[src/hdl/crt_pkg.sv]
// ----------------------------------------------------------------------------
// crt_pkg: shared constants and types for the congruence combiner
// Widths, datapath command codes and the datapath status bundle.
// ----------------------------------------------------------------------------
package crt_pkg;

    // Operand widths.
    localparam int MOD_W = 32;
    localparam int ACC_W = 64;
    localparam int OUT_W = 63;
    localparam int S_W   = MOD_W + 2;
    localparam int ITER_W = 7;

    // Divider iteration counts: full accumulator width or one modulus width.
    localparam logic [ITER_W-1:0] ITER_FULL = ITER_W'(ACC_W);
    localparam logic [ITER_W-1:0] ITER_HALF = ITER_W'(MOD_W);

    // Largest combined modulus that the signed accumulator can hold.
    localparam logic [ACC_W+MOD_W-1:0] MOD_LIMIT =
        {{(MOD_W+1){1'b0}}, {(ACC_W-1){1'b1}}};

    // Status codes.
    localparam logic [1:0] ST_OK    = 2'd0;
    localparam logic [1:0] ST_NOSOL = 2'd1;
    localparam logic [1:0] ST_OVF   = 2'd2;

    // Datapath commands.
    typedef logic [4:0] t_cmd;
    localparam t_cmd CMD_NONE     = 5'd0;
    localparam t_cmd CMD_LOAD     = 5'd1;
    localparam t_cmd CMD_DIV_BM   = 5'd2;
    localparam t_cmd CMD_DIV_RM   = 5'd3;
    localparam t_cmd CMD_DIV_AM   = 5'd4;
    localparam t_cmd CMD_DIV_EU   = 5'd5;
    localparam t_cmd CMD_DIV_DQ   = 5'd6;
    localparam t_cmd CMD_DIV_N    = 5'd7;
    localparam t_cmd CMD_DIV_PM   = 5'd8;
    localparam t_cmd CMD_DIV_T    = 5'd9;
    localparam t_cmd CMD_CAP_BM   = 5'd10;
    localparam t_cmd CMD_CAP_RM   = 5'd11;
    localparam t_cmd CMD_CAP_AM   = 5'd12;
    localparam t_cmd CMD_CAP_EU   = 5'd13;
    localparam t_cmd CMD_CAP_DQ   = 5'd14;
    localparam t_cmd CMD_CAP_N    = 5'd15;
    localparam t_cmd CMD_CAP_PM   = 5'd16;
    localparam t_cmd CMD_CAP_T    = 5'd17;
    localparam t_cmd CMD_EU_MUL   = 5'd18;
    localparam t_cmd CMD_EU_UPD   = 5'd19;
    localparam t_cmd CMD_T_MUL    = 5'd20;
    localparam t_cmd CMD_W1_LO    = 5'd21;
    localparam t_cmd CMD_W1_HI    = 5'd22;
    localparam t_cmd CMD_W1_SUM   = 5'd23;
    localparam t_cmd CMD_W2_LO    = 5'd24;
    localparam t_cmd CMD_W2_HI    = 5'd25;
    localparam t_cmd CMD_W2_SUM   = 5'd26;
    localparam t_cmd CMD_FAIL_NS  = 5'd27;
    localparam t_cmd CMD_FAIL_OVF = 5'd28;
    localparam t_cmd CMD_COMMIT   = 5'd29;
    localparam t_cmd CMD_OUT      = 5'd30;

    // Status from datapath to controller.
    typedef struct packed {
        logic       div_done;
        logic [1:0] fail;
        logic       mod_zero;
        logic       r1_zero;
        logic       rem_nz;
        logic       ovf;
    } t_dp_status;

endpackage

[src/hdl/crt_ctrl.sv]
// ----------------------------------------------------------------------------
// crt_ctrl: congruence combiner controller
// Sequences the merge steps and runs both channel handshakes.
// ----------------------------------------------------------------------------
module crt_ctrl (
    input  logic                 i_clk,
    input  logic                 i_rst_n,
    input  logic                 i_in_valid,
    output logic                 o_in_ready,
    output logic                 o_out_valid,
    input  logic                 i_out_ready,
    input  crt_pkg::t_dp_status  i_status,
    output crt_pkg::t_cmd        o_cmd
);

    localparam logic [4:0] S_IDLE   = 5'd0;
    localparam logic [4:0] S_CHK    = 5'd1;
    localparam logic [4:0] S_BM_GO  = 5'd2;
    localparam logic [4:0] S_BM_W   = 5'd3;
    localparam logic [4:0] S_RM_GO  = 5'd4;
    localparam logic [4:0] S_RM_W   = 5'd5;
    localparam logic [4:0] S_AM_GO  = 5'd6;
    localparam logic [4:0] S_AM_W   = 5'd7;
    localparam logic [4:0] S_EU_TST = 5'd8;
    localparam logic [4:0] S_EU_W   = 5'd9;
    localparam logic [4:0] S_EU_MUL = 5'd10;
    localparam logic [4:0] S_EU_UPD = 5'd11;
    localparam logic [4:0] S_DQ_GO  = 5'd12;
    localparam logic [4:0] S_DQ_W   = 5'd13;
    localparam logic [4:0] S_DQ_CHK = 5'd14;
    localparam logic [4:0] S_N_W    = 5'd15;
    localparam logic [4:0] S_PM_GO  = 5'd16;
    localparam logic [4:0] S_PM_W   = 5'd17;
    localparam logic [4:0] S_T_MUL  = 5'd18;
    localparam logic [4:0] S_T_GO   = 5'd19;
    localparam logic [4:0] S_T_W    = 5'd20;
    localparam logic [4:0] S_W1_LO  = 5'd21;
    localparam logic [4:0] S_W1_HI  = 5'd22;
    localparam logic [4:0] S_W1_SUM = 5'd23;
    localparam logic [4:0] S_W2_LO  = 5'd24;
    localparam logic [4:0] S_W2_HI  = 5'd25;
    localparam logic [4:0] S_W2_SUM = 5'd26;
    localparam logic [4:0] S_OVF    = 5'd27;
    localparam logic [4:0] S_OUT    = 5'd28;

    logic [4:0]    r_state, n_state;
    logic          r_out_valid;
    crt_pkg::t_cmd cmd;

    assign o_in_ready = r_state == S_IDLE;

    // Next state and command.
    always_comb begin
        n_state = r_state;
        cmd     = crt_pkg::CMD_NONE;
        case (r_state)
            S_IDLE: begin
                if (i_in_valid) begin
                    cmd     = crt_pkg::CMD_LOAD;
                    n_state = S_CHK;
                end
            end
            S_CHK: begin
                if (i_status.fail != crt_pkg::ST_OK || i_status.mod_zero) begin
                    n_state = S_OUT;
                end else begin
                    n_state = S_BM_GO;
                end
            end
            S_BM_GO: begin
                cmd     = crt_pkg::CMD_DIV_BM;
                n_state = S_BM_W;
            end
            S_BM_W: begin
                if (i_status.div_done) begin
                    cmd     = crt_pkg::CMD_CAP_BM;
                    n_state = S_RM_GO;
                end
            end
            S_RM_GO: begin
                cmd     = crt_pkg::CMD_DIV_RM;
                n_state = S_RM_W;
            end
            S_RM_W: begin
                if (i_status.div_done) begin
                    cmd     = crt_pkg::CMD_CAP_RM;
                    n_state = S_AM_GO;
                end
            end
            S_AM_GO: begin
                cmd     = crt_pkg::CMD_DIV_AM;
                n_state = S_AM_W;
            end
            S_AM_W: begin
                if (i_status.div_done) begin
                    cmd     = crt_pkg::CMD_CAP_AM;
                    n_state = S_EU_TST;
                end
            end
            // One Euclid quotient step per pass through this loop.
            S_EU_TST: begin
                if (i_status.r1_zero) begin
                    n_state = S_DQ_GO;
                end else begin
                    cmd     = crt_pkg::CMD_DIV_EU;
                    n_state = S_EU_W;
                end
            end
            S_EU_W: begin
                if (i_status.div_done) begin
                    cmd     = crt_pkg::CMD_CAP_EU;
                    n_state = S_EU_MUL;
                end
            end
            S_EU_MUL: begin
                cmd     = crt_pkg::CMD_EU_MUL;
                n_state = S_EU_UPD;
            end
            S_EU_UPD: begin
                cmd     = crt_pkg::CMD_EU_UPD;
                n_state = S_EU_TST;
            end
            S_DQ_GO: begin
                cmd     = crt_pkg::CMD_DIV_DQ;
                n_state = S_DQ_W;
            end
            S_DQ_W: begin
                if (i_status.div_done) begin
                    cmd     = crt_pkg::CMD_CAP_DQ;
                    n_state = S_DQ_CHK;
                end
            end
            S_DQ_CHK: begin
                if (i_status.rem_nz) begin
                    cmd     = crt_pkg::CMD_FAIL_NS;
                    n_state = S_OUT;
                end else begin
                    cmd     = crt_pkg::CMD_DIV_N;
                    n_state = S_N_W;
                end
            end
            S_N_W: begin
                if (i_status.div_done) begin
                    cmd     = crt_pkg::CMD_CAP_N;
                    n_state = S_PM_GO;
                end
            end
            S_PM_GO: begin
                cmd     = crt_pkg::CMD_DIV_PM;
                n_state = S_PM_W;
            end
            S_PM_W: begin
                if (i_status.div_done) begin
                    cmd     = crt_pkg::CMD_CAP_PM;
                    n_state = S_T_MUL;
                end
            end
            S_T_MUL: begin
                cmd     = crt_pkg::CMD_T_MUL;
                n_state = S_T_GO;
            end
            S_T_GO: begin
                cmd     = crt_pkg::CMD_DIV_T;
                n_state = S_T_W;
            end
            S_T_W: begin
                if (i_status.div_done) begin
                    cmd     = crt_pkg::CMD_CAP_T;
                    n_state = S_W1_LO;
                end
            end
            S_W1_LO: begin
                cmd     = crt_pkg::CMD_W1_LO;
                n_state = S_W1_HI;
            end
            S_W1_HI: begin
                cmd     = crt_pkg::CMD_W1_HI;
                n_state = S_W1_SUM;
            end
            S_W1_SUM: begin
                cmd     = crt_pkg::CMD_W1_SUM;
                n_state = S_W2_LO;
            end
            S_W2_LO: begin
                cmd     = crt_pkg::CMD_W2_LO;
                n_state = S_W2_HI;
            end
            S_W2_HI: begin
                cmd     = crt_pkg::CMD_W2_HI;
                n_state = S_W2_SUM;
            end
            S_W2_SUM: begin
                cmd     = crt_pkg::CMD_W2_SUM;
                n_state = S_OVF;
            end
            S_OVF: begin
                cmd     = i_status.ovf ? crt_pkg::CMD_FAIL_OVF : crt_pkg::CMD_COMMIT;
                n_state = S_OUT;
            end
            // Load the output register once the previous result is gone.
            S_OUT: begin
                if (!r_out_valid || i_out_ready) begin
                    cmd     = crt_pkg::CMD_OUT;
                    n_state = S_IDLE;
                end
            end
            default: begin
                n_state = S_IDLE;
            end
        endcase
    end

    // State and output valid registers.
    always_ff @(posedge i_clk) begin
        if (!i_rst_n) begin
            r_state     <= S_IDLE;
            r_out_valid <= 1'b0;
        end else begin
            r_state <= n_state;
            if (cmd == crt_pkg::CMD_OUT) begin
                r_out_valid <= 1'b1;
            end else if (i_out_ready) begin
                r_out_valid <= 1'b0;
            end
        end
    end

    assign o_out_valid = r_out_valid;
    assign o_cmd       = cmd;

endmodule

[config.mk]
export PLATFORM = sky130hd
export DESIGN_NAME = crt_ctrl
export DESIGN_NICKNAME = d
export VERILOG_FILES = /design/src/hdl/crt_pkg.sv /design/src/hdl/crt_ctrl.sv
export SDC_FILE = /design/constraint.sdc
export NUM_CORES = 1
export LEC_CHECK = 0
export BUFFER_PORTS_ARGS = -buffer_cell sky130_fd_sc_hd__buf_4
export CAP_MARGIN = 40
export CORE_UTILIZATION = 60
export CTS_CLUSTER_SIZE = 25
export DETAILED_ROUTE_END_ITERATION = 12
export PLACE_DENSITY = 0.85
export SYNTH_ARGS = -nofsm -noshare
export SYNTH_HDL_FRONTEND = slang
export SYNTH_SLANG_ARGS = --single-unit
[constraint.sdc]
create_clock -name i_clk -period 4.45 [get_ports i_clk]
set_input_delay 0.445 -clock i_clk [delete_from_list [all_inputs] [get_ports i_clk]]
set_output_delay 0.445 -clock i_clk [all_outputs]
set_load 0.005 [all_outputs]
Word-level counts from Yosys, hierarchy flattened
Index checks and enable logic that the tools add are counted.

Register bits after elaboration: 6. Input bits: 11. Output and inout bits: 7.

Equality and inequality tests: 39. Multiplexer cells: 30. Reductions and logical operators: 7.

Operators with widths (count): case mux 5 bit (29 select lines) (1); case mux 5 bit (28 select lines) (1); 2-to-1 mux 5 bit (16); == test 5 bit, second input constant (14); == test 5 x 4 -> 1 bit, second input constant (8); 2-to-1 mux 4 bit (6); == test 5 x 3 -> 1 bit, second input constant (4); != test 2 bit, second input constant (10); == test 5 x 2 -> 1 bit, second input constant (2); AND reduction 10 bit (1); 2-to-1 mux 3 bit (2); == test 5 x 1 -> 1 bit, second input constant (1); logical NOT 5 bit (1); 2-to-1 mux 1 bit (4); nonzero test 2 bit (2); logical OR 1 bit (2); logical NOT 1 bit (1).

Logic depth before layout (Yosys ltp)
Gate-level depths: netlist of run 1.

Depth in word-level cells: 6. Gate-level depth with buffers: 7. Mapped depth without buffers: 6.

Least setup slack after synthesis of run 1
No wires, ideal clock.

Kind: reg2out. From: register r_state[0]. To: output o_cmd[1]. Arrival: 1.325 ns. Data required time: 4.005 ns. Path slack: 2.680 ns. Stages on the path, launching flop included: 6. Buffers on the path: 1. Path through: dfxtp_1 buf_6 inv_2 or4_1 a31o_2 o221ai_1.

Word-level cells in the longest chain between the ends: 2.

Ends and longest elaborated chain: from (decl) (RTL line crt_ctrl.sv:46) `logic [4:0] r_state, n_state;`; from (signal assigned) (RTL line crt_ctrl.sv:219) `r_state <= n_state;`; == test 5 bit (tied with other cells) (RTL line crt_ctrl.sv:56) `case (r_state)`; case mux 5 bit (28 select lines) (*) (RTL line crt_ctrl.sv:56); to (decl) (RTL line crt_ctrl.sv:13) `output crt_pkg::t_cmd o_cmd`.

Mark *: on every way between the ends. The rest lies on a longest branch, timed or not.

Final worst setup path of run 1
Same ends and word-level chain as after synthesis.

==> results.toml, run 1 <==
[outcome]
status = "complete, no violations"

[placed_design]
hpwl_mm = 2.07
io_buffers = 17
gp_congestion = 0.975
place_area_sq_mm = 0.00112

[synthesis]
synth_common_cells = "15 x o21ai_0, 13 x nor2_1, 11 x nand2_1, 10 x nor2b_1, 8 x a22o_1"
yosysMostFrequentCell = "o21ai_0"
synth_top_family_by_area = "compound AO/OA/AOI/OAI gates"
synth-edff-count = 0
synth_top_area_share_pct = 11.8
synth_compound_area_share_pct = 46.4
synthArstFlopShare_pct = 0
synth-xor-area-share_pct = 0.857
synthCells = 151
syn_area_per_cell_sq_um = 6.77
synth_fa_ha_area_share_pct = 0
ys_seq_area_share_pct = 11.8
yosys.area.top_type = "dfxtp_1"
syn_area_sq_mm = 0.00102
syn-num-nets = 162
ys_seq_elements = 6
yosys-top-cells-area = "dfxtp_1 12%, o21ai_0 7.3%, a22o_1 6.9%"
yosys-mux-area-fraction_pct = 0
synth-simple-area-share_pct = 29.9
ys.warnings.count = 0
ys.flop_type = "dfxtp_1"
yosysUniqueCellTypes = 49

[power]
power_frac_comb_pct = 74.2
ir_drop_v = 0.000613
swShare_pct = 52.6
leakage_nw = 0.445
internal_power_mw = 0.395
clock_power_share_pct = 5.7
powerDensity_mw_per_mm2 = 733
seq_power_share_pct = 20.0
p_sw_mw = 0.439

[job]
maxCapViolCount = 0

[finish]
area_growth_pct = 11.4
antenna_cells = 0
layout-drive-gt1-share_pct = 20.1
finish.utilization_pct = 73.9
fin_area_sq_mm = 0.00114
layout.nets = 172

[floorplanning]
die_h_microns = 43.3
row_count = 14
pin_count = 18
die-area_sq_mm = 0.00187
die_w_microns = 43.3
fp.coreArea_sq_mm = 0.00154
start_util_pct = 66.3

[worst_setup_path]
crit_family = "flip-flops"
cp_max_fo = 29
max_stage_delay_ns = 0.94
setup.worst_path.class = "register to output port"
start_kind = "register"
worstPathRequired_ns = 4.01
crit_path_top_delay_cell = "dfxtp_1"
crit_chain = "inv_2 -> or4_1 -> a31o_2 -> o221ai_1 -> buf_4"
worstSetupEndpointType = "output port"
path_buf_inv = 2
cp_data_arrival_time_ns = 2.46

[route]
route.detailed.drc = 0
finalWirelength_mm = 2.94
first_pass_iters = 5
ant_nets = 0
drtIter0Drc = 80
wl_per_cell_microns = 16.8
vias = 1289
viasPerCell = 7.37

[global_route]
grt_pass1_wl_mm = 4.80
grtUsageMet2_pct = 49.0
antenna_found_initial = 0
gr-usage-met3_pct = 2.55
grt_usage_pct = 32.8
grt_max_degree = 30
grt.busiest_layer = "met2"
grt-ovfl-total = 0
grt_pass1_vias = 1073
use_met1_pct = 47.7

[timing]
finalSetupTns_ns = 0
finalHoldViolCount = 0
fin_skew_ns = 0.00256
setup_violations = 0
max-slew-margin-rel_pct = 36.5
rsz0062_at_grt = "no"
min_period_over_period_pct = 65.4
min_period_ns = 2.91
fmaxAchievable_mhz = 344
slew_viol_final = 0
worst_pin_slew_ns = 0.952

[clock_network]
cts_tree = "done"
cts_resized = 0
clk_pin_slew_ns = 0.04
cts_buffers = 3
htree_levels = 1
cts_hold_buf = 0
cts_sinks = 6
clock_path_buffers = 2
cts-root-buf = "clkbuf_4"
cts_setup_buffers = 0
clk_latency_ns = 0.24

[hold_path]
hold_class = "input pin to register"
-- flip-flops by register name, indices dropped and copies added (netlist names) --
name and count:
o_out_valid 1, r_state 5
-- power by group through the flow --
stage	sequential (mW)	combinational (mW)	clock, mW
floorplan	0.0923	0.525	0
global route	0.174	0.675	0.0522
detailed placement	0.162	0.604	0
finish	0.167	0.620	0.0479
CTS	0.161	0.607	0.0513
global placement	0.189	0.546	0
-- kinds of logic after synthesis --
kind of cell,after synthesis
and+or+nand+nor,57
DFF,6
AOI/OAI and AO/OA,66
buffers and inverters,21
xor gates and xnor gates,1
-- stage by stage --
step	total power [mW]	worst slack (ns)	std cells	hold slack, ns
6_report	0.835	1.54	175	0.445
3_3_place_gp	0.735	1.93	170	0.618
2_1_floorplan	0.618	2.68	151	0.573
5_1_grt	0.900	1.43	175	0.449
4_1_cts	0.819	1.61	175	0.436
3_5_place_dp	0.766	1.89	172	0.616
-- layout by cell type, fill, tap and decap left out, types with 3 or more instances in the layout --
cell / count
a21oi_1: 7
a22o_1: 8
a31oi_1: 4
buf_4: 18
clkbuf_4: 3
dfxtp_1: 6
inv_1: 4
nand2_1: 11
nand3_1: 3
nor2_1: 13
nor2b_1: 10
nor3_1: 4
nor4_1: 5
o21ai_0: 15
o221ai_1: 3
o22ai_1: 4
-- path summary, 6_finish.rpt --
check,startpoint,end,slack [ns],cells past startpoint
min reg2reg,r_state[3],r_state[3],0.65,1
max,r_state[0],o_cmd[1],1.54,5
max reg2reg,r_state[0],r_state[2],2.24,5
min,i_rst_n,o_out_valid,0.44,2
-- worst reg2reg max path, stage by stage (launching register included) --
cell       delay, ns
dfxtp_1         0.94
nor4bb_1        0.54
o31ai_2         0.14
o2111ai_1       0.15
nor2_2          0.12
a22o_1          0.22
-- layout make-up --
class | instances | area, sq um
Sequential cell | 6 | 120
Fill cell | 135 | 403
Clock buffer | 3 | 22.5
Tap cell | 16 | 20.0
Inverter | 6 | 22.5
Multi-Input combinational cell | 124 | 788
Timing Repair Buffer | 20 | 165
-- per-layer routing --
layer / routed length [microns] / share of wire [%] / vias up
met3: 291 / 9.9 / 6
met1: 1290 / 44 / 573
met2: 1320 / 45 / 104
li1: - / - / 606
met5: 0 / 0 / -
met4: 34 / 1.2 / 0
(Power assumes the default switching activity.)
==> inputs of run 2 (changes only) <==
Settings changed: CORE_UTILIZATION 60 to 55, PLACE_DENSITY 0.85 to 0.79.
Clock period 4.45 ns to 2.7 ns, I/O delays scaled along.
==> results.toml, run 2 (synthesized netlist as in run 1, its figures left out) <==
[worst_setup_path]
worstPathRequired_ns = 2.43
setup.worst_path.class = "register to output port"
worstSetupEndpointType = "output port"
cp_data_arrival_time_ns = 2.17
max_stage_delay_ns = 0.76
start_kind = "register"
crit_chain = "inv_2 -> or4_1 -> a31o_2 -> o221ai_1 -> buf_4"
crit_path_top_delay_cell = "dfxtp_1"
cp_max_fo = 21

[clock_network]
cts_hold_buf = 0
clk_latency_ns = 0.24
htree_levels = 1
cts_setup_buffers = 0
cts-root-buf = "clkbuf_4"
cts_resized = 0
cts_sinks = 6
clock_path_buffers = 2
cts_tree = "done"
cts_buffers = 3
clk_pin_slew_ns = 0.05

[global_route]
grt_pass1_vias = 1104
grt_usage_pct = 31.4
grt_pass1_wl_mm = 4.79
grt-ovfl-total = 0
antenna_found_initial = 0
grt_max_degree = 22

[placed_design]
pre_cts_ws_ns = 0.547
hpwl_mm = 2.18
io_buffers = 17
gp_congestion = 0.940

[finish]
area_growth_pct = 14.7
fill_cells = 162
layout-drive-gt1-share_pct = 22.6
final_cell_mix = "25 x buf_4, 15 x o21ai_0, 13 x nor2_1, 11 x nand2_1, 10 x nor2b_1"
final_common_cell = "buf_4"
largest_register = "r_state"
largest_reg_flops = 5
layout.nets = 177
antenna_cells = 0

[route]
route.detailed.drc = 0
ant_nets = 0
wl_per_cell_microns = 16.5
drtIter0Drc = 109
first_pass_iters = 4
finalWirelength_mm = 3.11
viasPerCell = 6.99
vias = 1321

[timing]
fin_skew_ns = 0.00302
min_period_ns = 2.44
holdWs_ns = 0.255
setup_violations = 0
fmaxAchievable_mhz = 410
fin_ws_ns = 0.258
rsz0062_at_grt = "no"
slew_viol_final = 0
finalHoldViolCount = 0
min_period_over_period_pct = 90.4
finalSetupTns_ns = 0
max-slew-margin-rel_pct = 53.5
worst_pin_slew_ns = 0.696

[power]
leakage_nw = 0.467
ir_drop_v = 0.000739
powerDensity_mw_per_mm2 = 1210

[floorplanning]
pin_count = 18
die-area_sq_mm = 0.00203
die_h_microns = 45.1
fp.coreArea_sq_mm = 0.00173
start_util_pct = 59.2
row_count = 15
die_w_microns = 45.1

[job]
maxCapViolCount = 0

[hold_path]
hold_class = "input pin to register"

[outcome]
status = "complete, no violations"
## run 2: critical path, delay by kind of cell (launching register included)
kind,cells,cell delay (ns)
AOI/OAI and AO/OA,2,0.32
buffers and inverters,2,0.34
DFF,1,0.76
and+or+nand+nor,1,0.50
## run 2: final timing paths
| kind | slack (ns) | cells past startpoint | start | to |
|---|---|---|---|---|
| setup reg to reg | 0.60 | 6 | r_state[3] | r_state[2] |
| hold reg to reg | 0.76 | 3 | o_out_valid | o_out_valid |
| hold / removal | 0.26 | 2 | i_rst_n | o_out_valid |
| setup / recovery | 0.26 | 5 | r_state[2] | o_cmd[1] |
## run 2: per-stage QoR
stage                     area [sq um]  power (mW)  std cells  utilization (%)
after floorplan                   1020        1.02        151                -
after global placement            1150        1.28        186             66.6
after detailed placement          1150        1.31        186             66.6
after global routing              1170        1.54        189             67.9
final                             1170        1.42        189             67.9
after CTS                         1170        1.40        189             67.9
## run 2: final cells by class
cell class                 instances  area, sq um  area share, %
tap                               25         31.3           2.67
multi-input combinational        124          788           67.2
sequential                         6          120           10.2
timing repair buffer              25          188           16.0
clock buffer                       3         22.5           1.92
inverter                           6         22.5           1.92
## run 2: where the power goes
group	leakage (nW)	internal (mW)	switching [mW]
registers	0.0493	0.122	0.157
clock network	0.0138	0.0504	0.0335
logic	0.404	0.504	0.556
total	0.467	0.676	0.746
## run 2: per-layer routing
layer  part of all wire, %  vias to the layer above  GRT usage [%]
met5                     0                        -              0
met4                  0.64                        0           6.06
met3                   9.6                        4           9.20
met2                    49                       92           50.1
met1                    41                      611           42.0
li1                      -                      614              -
